==> config.mk <==
export PLATFORM = sky130hd
export DESIGN_NAME = bitmap_run_scan_allocator
export DESIGN_NICKNAME = d
export VERILOG_FILES = /design/src/rtl/brsa_pkg.sv /design/src/rtl/brsa_ram.sv /design/src/rtl/bitmap_run_scan_allocator.sv
export SDC_FILE = /design/constraint.sdc
export NUM_CORES = 2
export LEC_CHECK = 0
export BUFFER_PORTS_ARGS = -buffer_cell sky130_fd_sc_hd__clkbuf_2
export CAP_MARGIN = 20
export CORE_UTILIZATION = 40
export CTS_CLUSTER_SIZE = 25
export DETAILED_ROUTE_END_ITERATION = 8
export GPL_TIMING_DRIVEN = 0
export PLACE_DENSITY = 0.63
export SYNTH_ARGS = -nofsm -noshare
export SYNTH_HDL_FRONTEND = slang
export SYNTH_HIERARCHICAL = 1
export SYNTH_SLANG_ARGS = --single-unit
export TNS_END_PERCENT = 10
==> constraint.sdc <==
create_clock -name clk -period 25.8 [get_ports clk]
set_clock_uncertainty 0.15 [all_clocks]
set_input_delay 1.29 -clock clk [delete_from_list [all_inputs] [get_ports clk]]
set_output_delay 1.29 -clock clk [all_outputs]
set_load 0.01 [all_outputs]
==> src/rtl/brsa_pkg.sv <==
// Types and constants of the bitmap run scan allocator.
`default_nettype none

package brsa_pkg;

    localparam int IDX_W       = 11;
    localparam int OP_W        = 3;
    localparam int RUN_START_W = 10;
    localparam int STATUS_W    = 2;
    localparam int CHUNK_BITS  = 8;
    localparam int CHUNK_SH    = 3;

    localparam logic [IDX_W-1:0] BIT_COUNT_RESET = 11'd1024;

    localparam logic [OP_W-1:0] OP_FILL      = 3'd0;
    localparam logic [OP_W-1:0] OP_WRITE     = 3'd1;
    localparam logic [OP_W-1:0] OP_READ      = 3'd2;
    localparam logic [OP_W-1:0] OP_SCAN      = 3'd3;
    localparam logic [OP_W-1:0] OP_SCAN_FLIP = 3'd4;

    localparam logic [STATUS_W-1:0] STAT_OK   = 2'd0;
    localparam logic [STATUS_W-1:0] STAT_BAD  = 2'd1;
    localparam logic [STATUS_W-1:0] STAT_NONE = 2'd2;

    typedef struct packed {
        logic [OP_W-1:0]  op;
        logic [IDX_W-1:0] start_index;
        logic [IDX_W-1:0] end_index;
        logic [IDX_W-1:0] run_length;
        logic             bit_value_in;
    } brsa_in_t;

    typedef struct packed {
        logic                   bit_value_out;
        logic [RUN_START_W-1:0] run_start;
        logic [STATUS_W-1:0]    status;
    } brsa_out_t;

    typedef enum logic [3:0] {
        S_CLEAR,
        S_IDLE,
        S_DECODE,
        S_FILL,
        S_SEEK,
        S_LOAD,
        S_CHUNK,
        S_WB,
        S_FLIP,
        S_FIN
    } brsa_state_t;

    typedef enum logic [1:0] {
        PASS_SCAN,
        PASS_WRITE,
        PASS_READ
    } brsa_pass_t;

endpackage

`default_nettype wire

==> src/rtl/brsa_ram.sv <==
// Generic single-port RAM with registered read.
`default_nettype none

module brsa_ram #(
    parameter int WIDTH = 8,
    parameter int DEPTH = 128
) (
    input  wire logic                                      clk,
    input  wire logic                                      we,
    input  wire logic [((DEPTH > 1) ? $clog2(DEPTH) : 1)-1:0] addr,
    input  wire logic [WIDTH-1:0]                          wdata,
    output      logic [WIDTH-1:0]                          rdata
);

    logic [WIDTH-1:0] mem_reg [DEPTH];
    logic [WIDTH-1:0] rdata_reg;

    always_ff @(posedge clk)
    begin
        if (we)
        begin
            mem_reg[addr] <= wdata;
        end
        else
        begin
            rdata_reg <= mem_reg[addr];
        end
    end

    assign rdata = rdata_reg;

endmodule

`default_nettype wire

==> src/rtl/bitmap_run_scan_allocator.sv <==
// Bitmap run scan allocator: top level with sequencer and shared chunk unit.
`default_nettype none

// Usage:
//  in_valid/in_stall/in_data carry one operation per beat (fill, write range,
//  read bit, scan, scan and flip). out_valid/out_stall/out_data return exactly
//  one result beat per operation, in order. cfg_valid/cfg_ready/cfg_data write
//  bit_count; cfg_ready is always high, write only while the block is idle.
//  After reset a clearing pass writes zero to every word, with in_stall high.
//  One operation at a time: in_stall is high from the accepting edge until the
//  result is loaded into the output register. The bitmap RAM has one port and
//  is walked a word at a time from word 0; every word that overlaps the window
//  is read (seek), loaded (load) and scanned one 8-bit chunk at a time (chunk),
//  plus a write-back step for range writes. Words below the window start are
//  only passed over in the seek state. Fill writes every word in turn, and an
//  argument error goes from decode straight to the finish state.
//  Scan and flip adds a second write pass over the found run.
//  A stalled result holds in the output register; the next operation is taken
//  meanwhile and its result waits in the finish state until the slot frees.

module bitmap_run_scan_allocator import brsa_pkg::*; #(
    parameter int MAX_BITS  = 1024,
    parameter int WORD_BITS = 8
) (
    input  wire logic             clk,
    input  wire logic             rst_n,
    input  wire logic             cfg_valid,
    output      logic             cfg_ready,
    input  wire logic [IDX_W-1:0] cfg_data,
    input  wire logic             in_valid,
    output      logic             in_stall,
    input  wire brsa_in_t         in_data,
    output      logic             out_valid,
    input  wire logic             out_stall,
    output      brsa_out_t        out_data
);

    localparam int WORD_COUNT = (MAX_BITS + WORD_BITS - 1) / WORD_BITS;
    localparam int WA_W       = (WORD_COUNT > 1) ? $clog2(WORD_COUNT) : 1;
    localparam int NCHUNK     = (WORD_BITS + CHUNK_BITS - 1) / CHUNK_BITS;
    localparam int C_W        = (NCHUNK > 1) ? $clog2(NCHUNK) : 1;
    localparam int EXT_BITS   = NCHUNK * CHUNK_BITS;
    // positions cover the whole store plus one word, and any 12-bit window end
    localparam int POS_W      = $clog2(WORD_COUNT * WORD_BITS + WORD_BITS + 4096 + 1);
    localparam int CNT_MAX    = (MAX_BITS < (1 << IDX_W)) ? MAX_BITS : (1 << IDX_W) - 1;

    localparam logic [IDX_W-1:0] CNT_MAX_V   = IDX_W'(CNT_MAX);
    localparam logic [WA_W-1:0]  LAST_WORD   = WA_W'(WORD_COUNT - 1);
    localparam logic [C_W-1:0]   LAST_CHUNK  = C_W'(NCHUNK - 1);
    localparam logic [POS_W-1:0] WORD_STEP   = POS_W'(WORD_BITS);
    localparam logic [POS_W-1:0] CHUNK_STEP  = POS_W'(CHUNK_BITS);

    // control state
    brsa_state_t          state_reg, state_next;
    logic [WA_W-1:0]      waddr_reg, waddr_next;
    logic                 out_valid_reg, out_valid_next;
    logic [IDX_W-1:0]     bit_count_reg, bit_count_next;

    // working registers
    brsa_in_t             item_reg, item_next;
    brsa_pass_t           pass_reg, pass_next;
    logic [POS_W-1:0]     base_reg, base_next;
    logic [POS_W-1:0]     cb_reg, cb_next;
    logic [C_W-1:0]       c_reg, c_next;
    logic [POS_W-1:0]     lo_reg, lo_next;
    logic [POS_W-1:0]     hi_reg, hi_next;
    logic [IDX_W-1:0]     run_reg, run_next;
    logic                 val_reg, val_next;
    logic [POS_W-1:0]     hit_pos_reg, hit_pos_next;
    logic [EXT_BITS-1:0]  word_reg, word_next;
    logic                 res_bit_reg, res_bit_next;
    logic [RUN_START_W-1:0] res_start_reg, res_start_next;
    logic [STATUS_W-1:0]  res_status_reg, res_status_next;
    brsa_out_t            out_reg, out_next;

    // RAM port
    logic                 ram_we;
    logic [WORD_BITS-1:0] ram_wdata;
    logic [WORD_BITS-1:0] ram_rdata;

    // chunk unit
    logic [CHUNK_BITS-1:0] cur_chunk;
    logic [CHUNK_BITS-1:0] chunk_new;
    logic [IDX_W-1:0]      chunk_run;
    logic                  chunk_hit;
    logic [POS_W-1:0]      chunk_hit_pos;
    logic                  chunk_rd_bit;

    // misc
    logic [IDX_W-1:0]     cnt;
    logic [IDX_W:0]       s_plus_len;
    logic [POS_W-1:0]     adv_base;
    logic [POS_W-1:0]     run_first;
    logic                 last_word;
    logic                 last_chunk;
    logic                 pass_over;

    brsa_ram #(
        .WIDTH (WORD_BITS),
        .DEPTH (WORD_COUNT)
    ) u_ram (
        .clk   (clk),
        .we    (ram_we),
        .addr  (waddr_reg),
        .wdata (ram_wdata),
        .rdata (ram_rdata)
    );

    assign cfg_ready = 1'b1;
    assign in_stall  = (state_reg != S_IDLE);
    assign out_valid = out_valid_reg;
    assign out_data  = out_reg;

    assign cnt        = (bit_count_reg > CNT_MAX_V) ? CNT_MAX_V : bit_count_reg;
    assign s_plus_len = {1'b0, item_reg.start_index} + {1'b0, item_reg.run_length};
    assign adv_base   = base_reg + WORD_STEP;
    assign last_word  = (waddr_reg == LAST_WORD);
    assign last_chunk = (c_reg == LAST_CHUNK);
    assign pass_over  = last_word || (adv_base >= hi_reg);
    assign run_first  = hit_pos_reg + POS_W'(1) - POS_W'(item_reg.run_length);

    // One 8-bit chunk per cycle: window mask, run count, read tap, range write.
    always_comb
    begin : chunk_unit
        logic [POS_W-1:0] pos;
        logic [POS_W-1:0] wpos;
        logic             in_win;
        logic [IDX_W-1:0] run_v;
        logic             hit_v;
        pos           = '0;
        wpos          = '0;
        in_win        = 1'b0;
        cur_chunk     = word_reg[c_reg*CHUNK_BITS +: CHUNK_BITS];
        chunk_new     = cur_chunk;
        chunk_hit_pos = '0;
        chunk_rd_bit  = 1'b0;
        run_v         = run_reg;
        hit_v         = 1'b0;
        for (int j = 0; j < CHUNK_BITS; j++)
        begin
            pos    = cb_reg + POS_W'(j);
            wpos   = (POS_W'(c_reg) << CHUNK_SH) + POS_W'(j);
            in_win = (wpos < WORD_STEP) && (pos >= lo_reg) && (pos < hi_reg);
            if (in_win && !hit_v)
            begin
                case (pass_reg)
                    PASS_SCAN:
                    begin
                        if (cur_chunk[j] == val_reg)
                        begin
                            run_v = run_v + IDX_W'(1);
                            if (run_v == item_reg.run_length)
                            begin
                                hit_v         = 1'b1;
                                chunk_hit_pos = pos;
                            end
                        end
                        else
                        begin
                            run_v = '0;
                        end
                    end
                    PASS_READ:
                    begin
                        hit_v        = 1'b1;
                        chunk_rd_bit = cur_chunk[j];
                    end
                    PASS_WRITE:
                    begin
                        chunk_new[j] = val_reg;
                    end
                    default:
                    begin
                        hit_v = 1'b0;
                    end
                endcase
            end
        end
        chunk_run = run_v;
        chunk_hit = hit_v;
    end

    // Sequencer
    always_comb
    begin
        state_next      = state_reg;
        waddr_next      = waddr_reg;
        out_valid_next  = out_valid_reg && out_stall;
        bit_count_next  = bit_count_reg;
        item_next       = item_reg;
        pass_next       = pass_reg;
        base_next       = base_reg;
        cb_next         = cb_reg;
        c_next          = c_reg;
        lo_next         = lo_reg;
        hi_next         = hi_reg;
        run_next        = run_reg;
        val_next        = val_reg;
        hit_pos_next    = hit_pos_reg;
        word_next       = word_reg;
        res_bit_next    = res_bit_reg;
        res_start_next  = res_start_reg;
        res_status_next = res_status_reg;
        out_next        = out_reg;
        ram_we          = 1'b0;
        ram_wdata       = word_reg[WORD_BITS-1:0];

        if (cfg_valid && cfg_ready)
        begin
            bit_count_next = cfg_data;
        end

        case (state_reg)
            S_CLEAR:
            begin
                ram_we    = 1'b1;
                ram_wdata = '0;
                if (last_word)
                begin
                    waddr_next = '0;
                    state_next = S_IDLE;
                end
                else
                begin
                    waddr_next = waddr_reg + WA_W'(1);
                end
            end

            S_IDLE:
            begin
                if (in_valid)
                begin
                    item_next  = in_data;
                    state_next = S_DECODE;
                end
            end

            S_DECODE:
            begin
                res_bit_next    = 1'b0;
                res_start_next  = '0;
                res_status_next = STAT_OK;
                base_next       = '0;
                waddr_next      = '0;
                run_next        = '0;
                val_next        = item_reg.bit_value_in;
                lo_next         = POS_W'(item_reg.start_index);
                case (item_reg.op)
                    OP_FILL:
                    begin
                        state_next = S_FILL;
                    end
                    OP_WRITE:
                    begin
                        pass_next = PASS_WRITE;
                        hi_next   = POS_W'(s_plus_len);
                        if ((item_reg.start_index >= cnt) || (s_plus_len > {1'b0, cnt}))
                        begin
                            res_status_next = STAT_BAD;
                            state_next      = S_FIN;
                        end
                        else if (item_reg.run_length == '0)
                        begin
                            state_next = S_FIN;
                        end
                        else
                        begin
                            state_next = S_SEEK;
                        end
                    end
                    OP_READ:
                    begin
                        pass_next = PASS_READ;
                        hi_next   = POS_W'(item_reg.start_index) + POS_W'(1);
                        if (item_reg.start_index >= cnt)
                        begin
                            res_status_next = STAT_BAD;
                            state_next      = S_FIN;
                        end
                        else
                        begin
                            state_next = S_SEEK;
                        end
                    end
                    OP_SCAN, OP_SCAN_FLIP:
                    begin
                        pass_next = PASS_SCAN;
                        hi_next   = POS_W'(item_reg.end_index);
                        if ((item_reg.run_length == '0)
                            || (item_reg.start_index > item_reg.end_index)
                            || (item_reg.end_index > cnt))
                        begin
                            res_status_next = STAT_BAD;
                            state_next      = S_FIN;
                        end
                        else
                        begin
                            state_next = S_SEEK;
                        end
                    end
                    default:
                    begin
                        res_status_next = STAT_BAD;
                        state_next      = S_FIN;
                    end
                endcase
            end

            S_FILL:
            begin
                ram_we    = 1'b1;
                ram_wdata = {WORD_BITS{val_reg}};
                if (last_word)
                begin
                    waddr_next = '0;
                    state_next = S_FIN;
                end
                else
                begin
                    waddr_next = waddr_reg + WA_W'(1);
                end
            end

            S_SEEK:
            begin
                if (adv_base <= lo_reg)
                begin
                    // whole word below the window
                    if (last_word)
                    begin
                        if (pass_reg == PASS_SCAN)
                        begin
                            res_status_next = STAT_NONE;
                        end
                        state_next = S_FIN;
                    end
                    else
                    begin
                        base_next  = adv_base;
                        waddr_next = waddr_reg + WA_W'(1);
                    end
                end
                else if (base_reg >= hi_reg)
                begin
                    if (pass_reg == PASS_SCAN)
                    begin
                        res_status_next = STAT_NONE;
                    end
                    state_next = S_FIN;
                end
                else
                begin
                    // read issued here, data arrives next cycle
                    state_next = S_LOAD;
                end
            end

            S_LOAD:
            begin
                word_next  = EXT_BITS'(ram_rdata);
                cb_next    = base_reg;
                c_next     = '0;
                state_next = S_CHUNK;
            end

            S_CHUNK:
            begin
                run_next = chunk_run;
                word_next[c_reg*CHUNK_BITS +: CHUNK_BITS] = chunk_new;
                if (chunk_hit)
                begin
                    if (pass_reg == PASS_READ)
                    begin
                        res_bit_next = chunk_rd_bit;
                        state_next   = S_FIN;
                    end
                    else
                    begin
                        hit_pos_next = chunk_hit_pos;
                        state_next   = S_FLIP;
                    end
                end
                else if (!last_chunk)
                begin
                    c_next  = c_reg + C_W'(1);
                    cb_next = cb_reg + CHUNK_STEP;
                end
                else if (pass_reg == PASS_WRITE)
                begin
                    state_next = S_WB;
                end
                else if (pass_over)
                begin
                    if (pass_reg == PASS_SCAN)
                    begin
                        res_status_next = STAT_NONE;
                    end
                    state_next = S_FIN;
                end
                else
                begin
                    base_next  = adv_base;
                    waddr_next = waddr_reg + WA_W'(1);
                    state_next = S_SEEK;
                end
            end

            S_WB:
            begin
                ram_we = 1'b1;
                if (pass_over)
                begin
                    state_next = S_FIN;
                end
                else
                begin
                    base_next  = adv_base;
                    waddr_next = waddr_reg + WA_W'(1);
                    state_next = S_SEEK;
                end
            end

            S_FLIP:
            begin
                res_start_next = run_first[RUN_START_W-1:0];
                if (item_reg.op == OP_SCAN_FLIP)
                begin
                    // second pass: invert the run just found
                    pass_next  = PASS_WRITE;
                    lo_next    = run_first;
                    hi_next    = hit_pos_reg + POS_W'(1);
                    val_next   = !val_reg;
                    base_next  = '0;
                    waddr_next = '0;
                    state_next = S_SEEK;
                end
                else
                begin
                    state_next = S_FIN;
                end
            end

            S_FIN:
            begin
                if (!out_valid_reg || !out_stall)
                begin
                    out_next.bit_value_out = res_bit_reg;
                    out_next.run_start     = res_start_reg;
                    out_next.status        = res_status_reg;
                    out_valid_next         = 1'b1;
                    waddr_next             = '0;
                    state_next             = S_IDLE;
                end
            end

            default:
            begin
                state_next = S_IDLE;
            end
        endcase
    end

    always_ff @(posedge clk or negedge rst_n)
    begin
        if (!rst_n)
        begin
            state_reg     <= S_CLEAR;
            waddr_reg     <= '0;
            out_valid_reg <= 1'b0;
            bit_count_reg <= BIT_COUNT_RESET;
        end
        else
        begin
            state_reg     <= state_next;
            waddr_reg     <= waddr_next;
            out_valid_reg <= out_valid_next;
            bit_count_reg <= bit_count_next;
        end
    end

    always_ff @(posedge clk)
    begin
        item_reg       <= item_next;
        pass_reg       <= pass_next;
        base_reg       <= base_next;
        cb_reg         <= cb_next;
        c_reg          <= c_next;
        lo_reg         <= lo_next;
        hi_reg         <= hi_next;
        run_reg        <= run_next;
        val_reg        <= val_next;
        hit_pos_reg    <= hit_pos_next;
        word_reg       <= word_next;
        res_bit_reg    <= res_bit_next;
        res_start_reg  <= res_start_next;
        res_status_reg <= res_status_next;
        out_reg        <= out_next;
    end

endmodule

`default_nettype wire

==> out/qor.txt <==
DRC = 0
Logic gate share of total power = 0.417
Crit. Startpoint = hi_reg[4]$_DFFE_PP_
Crit-path max FO = 10
Max Root-Sink Buffers = 3
Clock sink total = 1199
Post-CTS Hold Fix Bufs = 0
Period minus WS final = 17.46 ns
Final Slew Violations = 0
Syn Inst Count = 4630
Hold Startpoint = res_start_reg[4]$_SDFFCE_PN0N_
CTS tree = built
Routed WL = 262 mm
Clock power share = 0.238
Power Density = 113 nW/um^2
Total gr overflow = 0
Worst hold path class = reg -> reg
Non-filler cells in the finished layout = 6922
Run status = finished clean
Seq/Total Area, Yosys = 0.605
Post-synth top flop = edfxtp_1
Postcts setup bufs = 0
Dpl hpwl = 183 mm
Yosys warns = 6
Die Ht = 387 um
Cell with the most instances after synthesis = edfxtp_1
Mapped Area = 59300 sq um
Critical path launch point type = register
H-tree levels = 4
Clk slew on worst S/H paths = 0.06 ns
VDD IR-drop max = 0.0000980 V
Leakage = 22.1 nW
P_sw = 3.17 mW
Starting density of the core = 0.405
Placed Cells = 6672
FF-to-FF Start = hi_reg[4]$_DFFE_PP_
Largest area contributor in the netlist = edfxtp_1
Synth Net Count = 4814
RD Place Congestion = 1.10
First-pass GRT wire length = 351 mm
CP endpoint kind = register
WL/cell = 37.9 um
Worst Tran Pin Value = 1.47 ns
Post-CTS sizing = 0
Via/cell ratio = 6.93
PortBufs = 67
Initial antenna violation count = 21
Synth unique cells = 138
Synth cell count leaders = edfxtp_1, nor2_1, nand2_1
Final worst path period share = 0.677
GR Util All Layers = 0.338
F_max = 57.3 MHz
#FFs+latches synth = 1199
Setup CP Type = reg -> reg
Final TNS setup = 0 ns
Number of flops mapped to enable cells by yosys = 1176
Fin nets = 5084
Pint = 4.42 mW
Async SR Flop Fraction = 0.0192
Rel. slew slack = 0.0232
CTS Root Cell = clkbuf_16
Max stage delay on crit path = 0.75 ns
Area Growth Syn to Fin = 13.4%
TritonCTS buffer count = 131
DR pass1 iterations = 6
Vias in the first global route = 43000
Via count = 48000
Worst hold slack = 0.249 ns
Ranking of synthesized cells by area = edfxtp_1, a221oi_1, ha_1
DR iter-0 viols = 8528
Sw Share = 0.418
Clk_lat worst skew = 0.78 ns
Flop pwr share = 0.345
Core region area = 146000 sq um
Largest net degree at the start of global routing = 88
Die area = 150000 sq um
Routed Antenna Nets = 0
Critical Path Most Common Cell = ha_1
Synth top area share = 0.595
Layout cells sized above 1 = 0.132
Row cnt = 140
RSZ-0062 raised after global routing = no
CP arrival = 17.82 ns
Number of flip-flops in the largest register = 1024
Max Cap Viol = 0
Slowest cell on crit path = nor2_1
Average size of a mapped cell = 12.8 sq um
Finish-stage setup viols = 0
Die Wd = 387 um
Hold Vio Cnt, Final = 0
Req. time, crit path = 26.16 ns
Boundary Pins = 69
layout by cell type (no fill, tap or decap), types with 76 or more instances in the layout:
cell type | Yosys | routed
clkbuf_1 | 143 | 179
buf_2 | 90 | 94
inv_1 | 76 | 76
xnor2_1 | 115 | 115
nor3_1 | 92 | 87
a22oi_1 | 143 | 143
nand2_1 | 261 | 261
nor2_1 | 361 | 361
a221oi_1 | 199 | 199
nand3_1 | 120 | 120
clkbuf_16 | 0 | 134
ha_1 | 129 | 129
a21oi_1 | 215 | 215
o21ai_0 | 182 | 182
edfxtp_1 | 1176 | 1176
final timing paths:
| path | endpoint | slack (ns) | cells past startpoint |
|---|---|---|---|
| max in group asynchronous | waddr_reg[0]$_DFFE_PN0P_ | 24.46 | 1 |
| max | res_status_reg[0]$_DFFE_PP_ | 8.34 | 60 |
| min | out_data[6]$_DFFE_PP_ | 0.25 | 0 |
| min in group asynchronous | bit_count_reg[4]$_DFFE_PN0P_ | 0.45 | 1 |
| max reg2reg | res_status_reg[0]$_DFFE_PP_ | 8.34 | 60 |
| min reg2reg | out_data[6]$_DFFE_PP_ | 0.25 | 0 |
metrics by stage:
| step | instance area (sq um) | power (mW) | util | worst slack (ns) |
|---|---|---|---|---|
| final | 67300 | 7.60 | 0.459 | 8.34 |
| after global routing | 67200 | 7.67 | 0.459 | 7.54 |
| after floorplan | 59300 | 4.22 | - | 12.24 |
| after global placement | 62100 | 5.53 | 0.424 | 8.09 |
| after detailed placement | 63100 | 5.60 | 0.431 | 8.88 |
| after CTS | 67100 | 7.38 | 0.458 | 8.81 |
area by class of cell:
class / instances / area [sq um]
Multi-Input combinational cell: 3050 / 21800
Buffer: 292 / 1460
Tap cell: 1917 / 2400
Antenna cell: 12 / 30.0
Sequential cell: 1199 / 35900
Fill cell: 13100 / 79200
Timing Repair Buffer: 137 / 1390
Inverter: 89 / 334
Clock buffer: 174 / 3510
Clock inverter: 52 / 494
logic make-up (layout without fill, tap and decap cells):
kind of cell / count (synthesis) / count (layout) / share of synthesized area
AO/OA/AOI/OAI: 1312 / 1312 / 0.162
XOR/XNOR: 167 / 167 / 0.0257
adder cells (fa/ha/maj): 131 / 131 / 0.0279
buffers and inverters: 381 / 744 / 0.0301
flip-flops: 1199 / 1199 / 0.605
multiplexers: 183 / 183 / 0.0423
other: 1 / 13 / 0.0000632
AND/OR/NAND/NOR: 1256 / 1256 / 0.107
power by group through the flow:
stage	clock network, mW	registers (mW)	logic [mW]
3_5_place_dp	0	2.66	2.94
3_3_place_gp	0	2.74	2.79
4_1_cts	1.81	2.62	2.95
5_1_grt	1.88	2.63	3.16
2_1_floorplan	0	2.66	1.56
6_report	1.81	2.62	3.17
worst max-delay path, delay by kind of cell (launching register included):
kind                     cells  cell delay [ns]
AND/OR/NAND/NOR             22             6.01
AO/OA/AOI/OAI               13             3.82
buffers and inverters       14             3.61
adder cells (fa/ha/maj)      5             1.49
multiplexers                 3             0.92
XOR/XNOR                     3             0.75
flip-flops                   1             0.37
metal layers:
layer	track usage	vias to the layer above	wire length (um)
li1	-	18900	-
met1	0.463	24100	102000
met2	0.462	4078	104000
met3	0.132	833	40100
met4	0.168	25	15800
met5	0.00670	-	415
Note: power is estimated with default switching activity, not from simulation.
